<file path="src/lrdc_pkg.sv">
// Package for the load request dedup and outcome cache.
// Holds the item structs, op and status codes; used by every module in src.
`default_nettype none
package lrdc_pkg;
    localparam logic [1:0] OP_REQUEST    = 2'd0;
    localparam logic [1:0] OP_TAKE_NEXT  = 2'd1;
    localparam logic [1:0] OP_COMPLETE   = 2'd2;
    localparam logic [1:0] OP_INVALIDATE = 2'd3;

    localparam logic [2:0] ST_QUEUED      = 3'd0;
    localparam logic [2:0] ST_PENDING     = 3'd1;
    localparam logic [2:0] ST_FULL        = 3'd2;
    localparam logic [2:0] ST_MISSING     = 3'd3;
    localparam logic [2:0] ST_FAILED      = 3'd4;
    localparam logic [2:0] ST_UNAVAILABLE = 3'd5;

    localparam logic [15:0] RETRY_DELAY_RESET = 16'd2000;

    typedef struct packed {
        logic [1:0]  op;
        logic [63:0] night_start;
        logic [63:0] tag;
        logic [1:0]  req_mask;
        logic [31:0] now_ms;
        logic [1:0]  checked_in;
        logic [1:0]  available_in;
        logic [1:0]  failed_in;
        logic        clear_all;
    } t_in_item;

    typedef struct packed {
        logic [2:0]  request_status;
        logic        started;
        logic [63:0] start_night;
        logic [63:0] start_tag;
        logic        busy_res;
    } t_out_item;

    // Commands from the controller to the datapath.
    typedef struct packed {
        logic load;       // capture the input item, clear scan state
        logic tbl_step;   // examine table entry at the table index
        logic q_step;     // examine queue entry at the queue index
        logic finish;     // apply the decided update, build the result
    } t_cmd;

    // Status from the datapath to the controller.
    typedef struct packed {
        logic tbl_last;   // table index is at the last entry
        logic q_last;     // queue index is at the last entry
        logic tbl_done;   // table scan already decided
    } t_sts;
endpackage
`default_nettype wire

</file>
<file path="src/lrdc_ctrl.sv">
// Controller for the load request dedup and outcome cache.
// Sequences the table and queue scans; uses lrdc_pkg.
`default_nettype none
module lrdc_ctrl (
    input  wire logic              i_clk,
    input  wire logic              i_rst_n,
    input  wire logic              i_in_valid,
    output logic                   o_in_stall,
    input  wire logic              i_out_busy,
    input  wire lrdc_pkg::t_sts    i_sts,
    output lrdc_pkg::t_cmd         o_cmd
);
    typedef enum logic [1:0] {S_IDLE, S_TBL, S_QUE, S_FIN} t_state;
    t_state r_state;

    assign o_in_stall = (r_state != S_IDLE);

    always_comb begin
        o_cmd = '0;
        o_cmd.load     = (r_state == S_IDLE) && i_in_valid;
        o_cmd.tbl_step = (r_state == S_TBL);
        o_cmd.q_step   = (r_state == S_QUE);
        o_cmd.finish   = (r_state == S_FIN) && !i_out_busy;
    end

    always_ff @(posedge i_clk) begin
        if (!i_rst_n) begin
            r_state <= S_IDLE;
        end else begin
            unique case (r_state)
                S_IDLE: if (i_in_valid) r_state <= S_TBL;
                S_TBL:  if (i_sts.tbl_last || i_sts.tbl_done) r_state <= S_QUE;
                S_QUE:  if (i_sts.q_last) r_state <= S_FIN;
                S_FIN:  if (!i_out_busy) r_state <= S_IDLE;
                default: r_state <= S_IDLE;
            endcase
        end
    end
endmodule
`default_nettype wire

</file>
<file path="src/lrdc_dp.sv">
// Datapath for the load request dedup and outcome cache: outcome table,
// queue, active slot and result register. Uses lrdc_pkg.
`default_nettype none
module lrdc_dp #(
    parameter int QUEUE_DEPTH   = 8,
    parameter int TABLE_ENTRIES = 8
) (
    input  wire logic                i_clk,
    input  wire logic                i_rst_n,
    input  wire lrdc_pkg::t_in_item  i_item,
    input  wire logic [15:0]         i_retry_delay,
    input  wire lrdc_pkg::t_cmd      i_cmd,
    output lrdc_pkg::t_sts           o_sts,
    output lrdc_pkg::t_out_item      o_res,
    output logic                     o_res_valid,
    input  wire logic                i_res_take
);
    localparam int TW = (TABLE_ENTRIES > 1) ? $clog2(TABLE_ENTRIES) : 1;
    localparam int QW = (QUEUE_DEPTH > 1) ? $clog2(QUEUE_DEPTH) : 1;
    localparam int FW = $clog2(QUEUE_DEPTH + 1);
    localparam logic [TW-1:0] T_LAST = TW'(TABLE_ENTRIES - 1);
    localparam logic [QW-1:0] Q_LAST = QW'(QUEUE_DEPTH - 1);
    localparam logic [FW-1:0] Q_FULL = FW'(QUEUE_DEPTH);

    lrdc_pkg::t_in_item r_it;

    logic [TABLE_ENTRIES-1:0] r_ev;
    logic [63:0] r_en [TABLE_ENTRIES];
    logic [63:0] r_et [TABLE_ENTRIES];
    logic [5:0]  r_em [TABLE_ENTRIES];
    logic [31:0] r_er [TABLE_ENTRIES];
    logic [31:0] r_eu [TABLE_ENTRIES];
    logic [31:0] r_use;

    logic [63:0] r_qn [QUEUE_DEPTH];
    logic [63:0] r_qt [QUEUE_DEPTH];
    logic [FW-1:0] r_fill;
    logic        r_act;
    logic [63:0] r_an, r_at;

    logic [TW-1:0] r_ti;
    logic [QW-1:0] r_qi;
    // Table scan results.
    logic          r_tdone;   // first match found (request or complete)
    logic          r_tmatch;
    logic          r_tfree;   // a free entry seen
    logic [TW-1:0] r_tfree_i;
    logic [TW-1:0] r_lru_i;
    logic [31:0]   r_lru_u;
    logic [TW-1:0] r_hit_i;
    logic [2:0]    r_tans;    // table answer, ST_QUEUED meaning none
    // Queue scan results.
    logic          r_qdup;
    logic [QW-1:0] r_wr;      // compaction write pointer
    logic [FW-1:0] r_keep;

    logic [63:0] k_n, k_t;
    logic        e_hit, e_keyn;
    logic [1:0]  f_chk, f_avl, f_fl;
    logic [31:0] tdiff;
    logic        q_in;

    always_comb begin
        k_n = (r_it.op == lrdc_pkg::OP_COMPLETE) ? r_an : r_it.night_start;
        k_t = (r_it.op == lrdc_pkg::OP_COMPLETE) ? r_at : r_it.tag;
        e_keyn = r_ev[r_ti] && (r_en[r_ti] == r_it.night_start);
        e_hit  = r_ev[r_ti] && (r_en[r_ti] == k_n) && (r_et[r_ti] == k_t);
        f_chk = r_em[r_ti][1:0] & r_it.req_mask;
        f_avl = r_em[r_ti][3:2] & r_it.req_mask;
        f_fl  = r_em[r_ti][5:4] & r_it.req_mask;
        tdiff = r_it.now_ms - r_er[r_ti];
        q_in  = {1'b0, r_qi} < (QW+1)'(r_fill);
    end

    assign o_sts.tbl_last = (r_ti == T_LAST);
    assign o_sts.q_last   = (r_qi == Q_LAST);
    assign o_sts.tbl_done = r_tdone;

    logic          valid_key;
    logic [2:0]    req_st;
    logic [TW-1:0] pick;
    always_comb begin
        valid_key = (r_it.night_start != '0) && (r_it.tag != '0);
        if (!valid_key) req_st = lrdc_pkg::ST_UNAVAILABLE;
        else if (r_tans != lrdc_pkg::ST_QUEUED) req_st = r_tans;
        else if ((r_act && r_an == r_it.night_start && r_at == r_it.tag) || r_qdup)
            req_st = lrdc_pkg::ST_PENDING;
        else if (r_fill >= Q_FULL) req_st = lrdc_pkg::ST_FULL;
        else req_st = lrdc_pkg::ST_QUEUED;
        if (r_tmatch) pick = r_hit_i;
        else if (r_tfree) pick = r_tfree_i;
        else pick = r_lru_i;
    end

    // Result item built from the state before the commit.
    lrdc_pkg::t_out_item n_res;
    always_comb begin
        n_res = '0;
        case (r_it.op)
            lrdc_pkg::OP_REQUEST: begin
                n_res.request_status = req_st;
                n_res.busy_res = r_act || (r_fill != '0)
                    || (req_st == lrdc_pkg::ST_QUEUED);
            end
            lrdc_pkg::OP_TAKE_NEXT: begin
                if (!r_act && r_fill != '0) begin
                    n_res.started = 1'b1;
                    n_res.start_night = r_qn[0];
                    n_res.start_tag = r_qt[0];
                    n_res.busy_res = 1'b1;
                end else begin
                    n_res.busy_res = r_act || (r_fill != '0);
                end
            end
            lrdc_pkg::OP_COMPLETE: begin
                n_res.busy_res = (r_fill != '0);
            end
            default: begin
                n_res.busy_res = r_act || (r_keep != '0);
            end
        endcase
    end

    always_ff @(posedge i_clk) begin
        if (!i_rst_n) begin
            r_ev <= '0;
            r_use <= '0;
            r_fill <= '0;
            r_act <= 1'b0;
            r_an <= '0;
            r_at <= '0;
            o_res_valid <= 1'b0;
            r_ti <= '0;
            r_qi <= '0;
        end else begin
            if (i_cmd.finish) o_res_valid <= 1'b1;
            else if (i_res_take) o_res_valid <= 1'b0;
            if (i_cmd.load) begin
                r_it <= i_item;
                r_ti <= '0;
                r_qi <= '0;
                r_tdone <= 1'b0;
                r_tmatch <= 1'b0;
                r_tfree <= 1'b0;
                r_lru_i <= '0;
                r_tans <= lrdc_pkg::ST_QUEUED;
                r_qdup <= 1'b0;
                r_wr <= '0;
                r_keep <= '0;
            end
            if (i_cmd.tbl_step) begin
                if (r_ti != T_LAST) r_ti <= r_ti + 1'b1;
                unique case (r_it.op)
                    lrdc_pkg::OP_REQUEST: begin
                        if (!r_tdone && e_hit && valid_key) begin
                            r_tdone <= 1'b1;
                            r_use <= r_use + 1'b1;
                            r_eu[r_ti] <= r_use + 1'b1;
                            if (f_fl != '0 && tdiff[31])
                                r_tans <= lrdc_pkg::ST_FAILED;
                            else if (f_chk != '0 && f_avl == '0 && f_fl == '0)
                                r_tans <= lrdc_pkg::ST_MISSING;
                        end
                    end
                    lrdc_pkg::OP_COMPLETE: begin
                        if (!r_tdone) begin
                            if (e_hit) begin
                                r_tdone <= 1'b1;
                                r_tmatch <= 1'b1;
                                r_hit_i <= r_ti;
                            end
                            if (!r_ev[r_ti] && !r_tfree) begin
                                r_tfree <= 1'b1;
                                r_tfree_i <= r_ti;
                            end
                            if (r_ti == '0 || r_eu[r_ti] < r_lru_u) begin
                                r_lru_i <= r_ti;
                                r_lru_u <= r_eu[r_ti];
                            end
                        end
                    end
                    lrdc_pkg::OP_INVALIDATE: begin
                        if (r_ev[r_ti] && (r_it.clear_all || e_keyn)) begin
                            r_ev[r_ti] <= 1'b0;
                            r_eu[r_ti] <= '0;
                        end
                    end
                    default: ;
                endcase
            end
            if (i_cmd.q_step) begin
                if (r_qi != Q_LAST) r_qi <= r_qi + 1'b1;
                case (r_it.op)
                    lrdc_pkg::OP_REQUEST: begin
                        if (q_in && r_qn[r_qi] == r_it.night_start
                            && r_qt[r_qi] == r_it.tag)
                            r_qdup <= 1'b1;
                    end
                    lrdc_pkg::OP_INVALIDATE: begin
                        // Compact survivors toward the head, one entry a cycle.
                        if (q_in && !r_it.clear_all && r_qn[r_qi] != r_it.night_start)
                        begin
                            r_qn[r_wr] <= r_qn[r_qi];
                            r_qt[r_wr] <= r_qt[r_qi];
                            r_wr <= r_wr + 1'b1;
                            r_keep <= r_keep + 1'b1;
                        end
                    end
                    default: ;
                endcase
            end
            if (i_cmd.finish) begin
                o_res <= n_res;
                unique case (r_it.op)
                    lrdc_pkg::OP_REQUEST: begin
                        if (req_st == lrdc_pkg::ST_QUEUED) begin
                            r_qn[r_fill[QW-1:0]] <= r_it.night_start;
                            r_qt[r_fill[QW-1:0]] <= r_it.tag;
                            r_fill <= r_fill + 1'b1;
                        end
                    end
                    lrdc_pkg::OP_TAKE_NEXT: begin
                        if (!r_act && r_fill != '0) begin
                            r_act <= 1'b1;
                            r_an <= r_qn[0];
                            r_at <= r_qt[0];
                            for (int i = 1; i < QUEUE_DEPTH; i++) begin
                                r_qn[i-1] <= r_qn[i];
                                r_qt[i-1] <= r_qt[i];
                            end
                            r_fill <= r_fill - 1'b1;
                        end
                    end
                    lrdc_pkg::OP_COMPLETE: begin
                        if (r_act) begin
                            r_ev[pick] <= 1'b1;
                            r_en[pick] <= r_an;
                            r_et[pick] <= r_at;
                            r_em[pick] <= {r_it.failed_in, r_it.available_in,
                                           r_it.checked_in};
                            r_er[pick] <= (r_it.failed_in != '0)
                                ? r_it.now_ms + {16'd0, i_retry_delay} : '0;
                            r_use <= r_use + 1'b1;
                            r_eu[pick] <= r_use + 1'b1;
                            r_act <= 1'b0;
                            r_an <= '0;
                            r_at <= '0;
                        end
                    end
                    lrdc_pkg::OP_INVALIDATE: begin
                        r_fill <= r_keep;
                    end
                    default: ;
                endcase
            end
        end
    end
endmodule
`default_nettype wire

</file>
<file path="src/load_request_dedup_and_outcome_cache.sv">
// Load request filter: each item (request, take next, complete, invalidate)
// yields one result item. The item is taken in, the outcome table is walked one
// entry a cycle, the queue one entry a cycle, then the update is committed and
// the result item registered. A request or complete that finds its key in the
// table leaves the table walk early once the hit is registered, and the commit
// waits while a result is stalled at the output. One item is in flight at a
// time; the result register lets the next item enter while a result waits.
// The retry delay register is written with i_cfg_we.
`default_nettype none
module load_request_dedup_and_outcome_cache #(
    parameter int QUEUE_DEPTH   = 8,
    parameter int TABLE_ENTRIES = 8
) (
    input  wire logic                i_clk,
    input  wire logic                i_rst_n,
    input  wire logic                i_in_valid,
    output logic                     o_in_stall,
    input  wire lrdc_pkg::t_in_item  i_in_data,
    output logic                     o_out_valid,
    input  wire logic                i_out_stall,
    output lrdc_pkg::t_out_item      o_out_data,
    input  wire logic                i_cfg_we,
    input  wire logic [15:0]         i_cfg_data
);
    logic [15:0]    r_retry;
    lrdc_pkg::t_cmd cmd;
    lrdc_pkg::t_sts sts;

    always_ff @(posedge i_clk) begin
        if (!i_rst_n) r_retry <= lrdc_pkg::RETRY_DELAY_RESET;
        else if (i_cfg_we) r_retry <= i_cfg_data;
    end

    lrdc_ctrl u_ctrl (
        .i_clk(i_clk), .i_rst_n(i_rst_n), .i_in_valid(i_in_valid),
        .o_in_stall(o_in_stall), .i_out_busy(o_out_valid && i_out_stall),
        .i_sts(sts), .o_cmd(cmd)
    );

    lrdc_dp #(.QUEUE_DEPTH(QUEUE_DEPTH), .TABLE_ENTRIES(TABLE_ENTRIES)) u_dp (
        .i_clk(i_clk), .i_rst_n(i_rst_n), .i_item(i_in_data),
        .i_retry_delay(r_retry), .i_cmd(cmd), .o_sts(sts),
        .o_res(o_out_data), .o_res_valid(o_out_valid),
        .i_res_take(o_out_valid && !i_out_stall)
    );
endmodule
`default_nettype wire

</file>
<file path="config.mk">
export PLATFORM = sky130hd
export DESIGN_NAME = load_request_dedup_and_outcome_cache
export DESIGN_NICKNAME = d
export VERILOG_FILES = /design/src/lrdc_pkg.sv /design/src/lrdc_ctrl.sv /design/src/lrdc_dp.sv /design/src/load_request_dedup_and_outcome_cache.sv
export SDC_FILE = /design/constraint.sdc
export NUM_CORES = 2
export LEC_CHECK = 0
export ABC_AREA = 1
export BUFFER_PORTS_ARGS = -buffer_cell sky130_fd_sc_hd__buf_2
export CAP_MARGIN = 20
export CORE_MARGIN = 3
export CORE_UTILIZATION = 25
export DETAILED_ROUTE_END_ITERATION = 16
export GPL_TIMING_DRIVEN = 0
export HOLD_SLACK_MARGIN = 0.03
export PLACE_DENSITY_LB_ADDON = 0.15
export SLEW_MARGIN = 20
export SYNTH_ARGS = -nofsm -noshare
export SYNTH_HDL_FRONTEND = slang
export SYNTH_SLANG_ARGS = --single-unit
</file>
<file path="constraint.sdc">
create_clock -name i_clk -period 34.9 [get_ports i_clk]
set_clock_uncertainty 0.15 [all_clocks]
set_input_delay 0 -clock i_clk [delete_from_list [all_inputs] [get_ports i_clk]]
set_output_delay 0 -clock i_clk [all_outputs]
set_load 0.01 [all_outputs]
</file>
# Word level (Yosys, flattened, before mapping)
# Memory sizes are Yosys's and may differ from the RTL's. A register that Yosys moved wholly into a read port is not among the register bits.
# Index checks and enable logic that the tools add are counted.
# word_totals
n_memories	7
mem_bits_ro	0
regBits	557
ram_bits	2608
out_inout_bits	135
latchBits	0
# mem_list
name	words	word_bits	rd	rd_clocked_by_memory_dff	write_ports	line_no	text
u_dp.r_en	8	64	1	1	1	lrdc_dp.sv:28	logic [63:0] r_en [TABLE_ENTRIES];
u_dp.r_et	8	64	1	1	1	lrdc_dp.sv:29	logic [63:0] r_et [TABLE_ENTRIES];
u_dp.r_qn	8	64	9	1	7	lrdc_dp.sv:35	logic [63:0] r_qn [QUEUE_DEPTH];
u_dp.r_qt	8	64	9	1	7	lrdc_dp.sv:36	logic [63:0] r_qt [QUEUE_DEPTH];
u_dp.r_er	8	32	1	1	1	lrdc_dp.sv:31	logic [31:0] r_er [TABLE_ENTRIES];
u_dp.r_eu	8	32	1	1	1	lrdc_dp.sv:32	logic [31:0] r_eu [TABLE_ENTRIES];
+1 memories	--	--	--	--	--	--	
# classes
reduce_logical	71
n_addsub	9
n_bitwise	8
div_mod_pow	0
magnitude_cmp	7
shift	0
multipliers	0
n_eq_ne	25
muxes	146
# op_table
op	count
64-bit two-way mux	9
64-bit == test	7
32-bit two-way mux	9
64-bit one-hot mux with 2 select lines	2
64-bit OR reduction	4
129-bit two-way mux	1
64-bit nonzero test	2
3-bit two-way mux	38
64-bit inequality test	1
1-bit two-way mux	61
8-bit two-way mux	7
32-bit by 1-bit adder with 32-bit output (second input constant)	1
32-bit by 16-bit adder with 32-bit output	1
32-bit < comparator	1
32-bit OR reduction	1
32-bit subtractor	1
1-bit logical AND	24
4-bit two-way mux	6
5-bit AND reduction	3
4-bit one-hot mux with 3 select lines	1
4-bit AND reduction	3
2-bit nonzero test	6
2-bit two-way mux	5
2-bit by 1-bit inequality test with 1-bit output (second input constant)	5
other kinds (31)	67

# Longest topological paths before layout
# logic_depth
word_depth	16
ltp_mapped	26
ltp_nobuf	22

# Cells and area by module
# From an unflattened synthesis, not the netlist that was laid out.
# hier_totals
hier_cells	14040
area_unflattened_um2	143716.6
# by_module_without_submodules
module	instances	area_per_inst_um2	seq_area_each_um2	cells_per_inst
lrdc_dp	1	142818.2	92698.9	13910
load_request_dedup_and_outcome_cache	1	661.9	320.3	94
lrdc_ctrl	1	236.5	40.0	36

# Worst setup path after synthesis
# OpenSTA, ideal clock, no wires.
# synth_timing
kind	register to register
start	register u_dp.r_it[137] (netlist name)
end	memory u_dp.r_qn[7][0], enable pin
path_buffers	3
setup_slack_ns	23.186
setup_ns	0.772
required_ns	33.978
arrival_time_ns	10.792
stages_incl_launch_ff	15
cell_sequence	edfxtp_1 -> clkbuf_1 -> nor4_1 -> nand3_1 -> nor2_1 -> nand4_1 -> nand2_1 -> inv_1 -> nand2_1 -> nand3_1 -> buf_2 -> buf_2 -> nand3_1 -> nand2_1 -> nor3_1
# synth_lines
element	line_no	text
start: declaration	lrdc_dp.sv:25	lrdc_pkg::t_in_item r_it;
start signal: assignment	lrdc_dp.sv:139	r_it <= i_item;
end: declaration	lrdc_dp.sv:35	

==> results.py <==
metrics = {
    "run_status": {
        "run_status": "complete, no violations",
    },
    "clocking": {
        "cts-htree-levels": 5,
        "cts-buffers-inserted": 381,
        "cts.sinks": 3165,
        "clk_pin_slew_worst_paths_ps": 60,
        "clk_path_buf_depth": 4,
        "clock_latency_ps": 1100,
        "cts_tree": "done",
        "cts_root_buf": "clkbuf_16",
    },
    "setup_path": {
        "r2r-start": "u_dp.r_ti[0]$_SDFF_PN0_",
        "rrSetupSlack_ps": 27180,
        "end_kind": "register",
        "path_class": "in2reg",
        "r2r-end": "u_dp.r_lru_u[12]$_DFFE_PP_",
        "critPathMostFrequentCell": "clkbuf_1",
        "crit_path_max_incr_delay_ps": 1000,
        "slowest_stage": "nor2_1",
        "worstPathMaxFanout": 31,
        "critical_path.cell_chain": "dlygate4sd3_1 -> dlygate4sd3_1 -> buf_2 -> clkbuf_1 -> clkinv_1 -> nor2_1 -> nand2_1 -> clkbuf_1 -> clkbuf_1 -> clkbuf_1 -> nand2_4 -> buf_16 -> buf_16 -> buf_12",
        "cp.arrival_ps": 8530,
        "required_ps": 35480,
        "r2r_cells": 22,
        "cp-start-kind": "input pin",
    },
    "hold_path": {
        "hp-start": "i_in_data[94]",
        "whs_endpoint": "u_dp.r_it[94]$_DFFE_PP_",
        "hold_class": "in2reg",
        "hold-path-cell-count": 3,
    },
    "die": {
        "die_w_um": 764,
        "io_pins": 327,
        "initial_core_util_pct": 25.2,
        "coreArea_mm2": 0.571,
        "die_area_mm2": 0.584,
        "die_h_um": 764,
        "fp-row-count": 277,
    },
    "synthesis": {
        "synth_area_mm2": 0.144,
        "ys_seq_area_share_pct": 64.8,
        "yosys_warnings": 0,
        "syn-instance-count": 14309,
        "syn_nets": 14602,
        "synth_top_area_cell": "edfxtp_1",
        "syn_avg_cell_area_um2": 10.0,
        "yosys_register_bits": 3165,
        "ys_types": 50,
        "netlist.area_leader.share_pct": 62.0,
        "synth_edf_count": 2967,
        "synth-async-reset-ratio_pct": 0,
        "synth_area_leaders": "edfxtp_1 62%, nand2_1 12%, o21ai_0 4.3%",
        "synth-main-ff-cell": "edfxtp_1",
    },
    "job": {
        "maxCapViolCount": 0,
    },
    "timing": {
        "tns_ps": 0,
        "rsz0062_at_grt": "no",
        "min_period_ps": 7950,
        "slew_violations": 0,
        "tightest_slew_ps": 1330,
        "fmax_mhz": 126,
        "fin_crit_sh_pct": 22.8,
        "relSlewSlack_pct": 11.1,
        "hold_viol": 0,
        "setup_violations": 0,
    },
    "layout": {
        "nets": 16022,
        "areaGrowthSynthToFinish_pct": 22.8,
        "drive_gt1_share_pct": 9.73,
        "nFillCells": 59123,
    },
    "drt": {
        "vias": 119159,
        "wl_um": 750000,
        "drtPass1Iterations": 6,
        "ant_nets": 0,
        "drt_iter0_markers": 14819,
        "post_drt_wl_per_cell_um": 31.8,
        "viasPerCell": 5.05,
        "drc": 0,
    },
    "power_and_ir_drop": {
        "ir_drop_v": 0.0000410,
        "fin_total_pwr_w": 0.0129,
        "p_leak_nw": 67.9,
        "p_per_area_mw_per_mm2": 73.0,
    },
    "global_routing": {
        "antenna_found_initial": 43,
        "top_usage_layer": "met2",
        "grt_pass1_wl_um": 992000,
        "grt_pass1_vias": 110346,
        "grt_start_max_net_pins": 70,
        "gr-usage-met2_pct": 38.7,
        "met1_usage_pct": 32.0,
        "grtUsageTotal_pct": 24.8,
        "met3_usage_pct": 5.13,
        "grt_overflow_total": 0,
    },
    "place": {
        "numPortBuffers": 326,
        "gp_congestion": 0.988,
        "dp_hpwl_um": 550000,
    },
}
==> registers in the layout, summed over array words and instances (netlist names), 48 cells and up <==
signal      cells
u_dp.r_et     512
u_dp.r_at      64
u_dp.o_res    133
u_dp.r_an      64
u_dp.r_it     171
u_dp.r_er     256
u_dp.r_qt     512
u_dp.r_qn     512
u_dp.r_eu     256
u_dp.r_en     512
u_dp.r_em      48
==> worst max-delay path: cells and delay by family <==
kind	cells	cell delay (ps)
buffers and inverters	11	6320
and+or+nand+nor	3	2060
==> cells in the mapped netlist, drive strengths merged, types with 2 or more instances <==
library cell  number
nor3              35
dfxtp            198
nand4            157
fa                 2
nand3b            80
ha                99
inv             1328
and3               4
clkbuf           414
buf              341
a221oi            52
a31oi              3
nand2           4610
o21bai             2
o211ai           199
xor2             128
o21ai           1266
nor4              32
a22o              42
o21a               6
o22ai            155
a21oi            577
nor2             679
edfxtp          2967
a22oi             84
xnor2             46
a211oi            12
nand3            774
or2                4
o221a              2
o2111ai            3
a21boi             2
==> worst max path at each step <==
stage	end	from	slack (ps)
floorplan	u_dp.r_qn[7][0]$_DFFE_PP_	u_dp.r_it[137]$_DFFE_PP_	23190
global placement	u_dp.r_qn[7][22]$_DFFE_PP_	u_dp.r_it[50]$_DFFE_PP_	6780
detailed placement	u_dp.r_lru_u[23]$_DFFE_PP_	u_dp.r_ti[0]$_SDFF_PN0_	26940
CTS	u_dp.r_lru_u[12]$_DFFE_PP_	u_dp.r_ti[0]$_SDFF_PN0_	26890
global route	u_dp.r_lru_u[12]$_DFFE_PP_	u_dp.r_ti[0]$_SDFF_PN0_	26710
finish	u_dp.r_qt[6][45]$_DFFE_PP_	i_rst_n	26950
==> what timing repair did <==
item	4_1_cts	5_1_grt
endpoints found under the hold margin	219	0
buffers inserted	0	0
hold buffers	525	0
resized for setup	0	0
endpoints found under the setup margin	0	0
==> layout by cell type, fill, tap and decap left out, types with 22 or more instances in the layout <==
cell / Yosys / final
nor2_4: 4 / 22
inv_1: 1314 / 1313
nand2_1: 4608 / 4602
buf_16: 0 / 70
nor2_1: 672 / 652
nor3_1: 35 / 30
a221oi_1: 52 / 52
diode_2: 0 / 25
clkinv_1: 1 / 69
a21oi_1: 577 / 577
clkbuf_2: 2 / 105
buf_4: 28 / 58
o211ai_2: 61 / 61
nand3b_1: 80 / 80
dlygate4sd3_1: 0 / 525
dfxtp_1: 198 / 198
nor4_1: 31 / 30
xnor2_1: 46 / 46
nand4_1: 157 / 157
nand3_1: 774 / 774
edfxtp_1: 2967 / 2967
clkbuf_1: 412 / 412
clkinv_2: 0 / 52
bufinv_16: 0 / 26
a22oi_1: 84 / 84
buf_2: 231 / 592
a22o_1: 42 / 42
xor2_1: 128 / 128
o22ai_1: 155 / 155
o21ai_1: 20 / 34
buf_12: 0 / 78
o21ai_0: 1246 / 1231
ha_1: 99 / 99
o211ai_1: 138 / 138
buf_1: 78 / 41
clkbuf_16: 0 / 386
==> per-stage QoR <==
stage	std cells	hold slack (ps)	instance area [um^2]	utilization [%]	setup WS [ps]
2_1_floorplan	14309	-51.1	144000	-	23190
4_1_cts	23565	33.1	176000	30.9	26890
6_report	23593	58.1	176000	30.9	26950
5_1_grt	23574	41.4	176000	30.9	26710
3_5_place_dp	22351	28.1	159000	27.8	26940
3_3_place_gp	22168	28.2	155000	27.1	6780
==> routing by layer <==
layer | wire (um) | part of all wire [%] | up-vias
met1 | 303000 | 40 | 59671
li1 | - | - | 51770
met4 | 49100 | 6.6 | 12
met2 | 333000 | 44 | 6228
met5 | 75 | 0.010 | -
met3 | 64400 | 8.6 | 1478
==> report_power, final <==
| part | total (W) | internal, W | switching (W) |
|---|---|---|---|
| clock network | 0.00400 | 0.00226 | 0.00173 |
| logic | 0.00424 | 0.000977 | 0.00326 |
| registers | 0.00464 | 0.00449 | 0.000152 |
==> layout make-up <==
class	count	area (um^2)	area share [%]
multi-input combinational	9060	42500	24.1
clock inverter	185	1870	1.06
inverter	1329	5000	2.83
sequential	3165	93100	52.8
clock buffer	504	10300	5.82
tap	7533	9430	5.35
antenna	25	62.6	0.0355
timing repair buffer	1037	10700	6.07
buffer	755	3440	1.95
==> kinds of logic (layout without fill, tap and decap cells) <==
logic type	after synthesis	count (layout)	share of synthesized area, %
and+or+nand+nor	6377	6377	18.0
xor gates and xnor gates	174	174	1.06
AOI/OAI and AO/OA	2408	2408	9.54
adders and majority gates	101	101	0.890
buffers and inverters	2084	3810	5.75
other	0	25	0
DFF	3165	3165	64.8
Note: power is estimated with default switching activity, not from simulation.
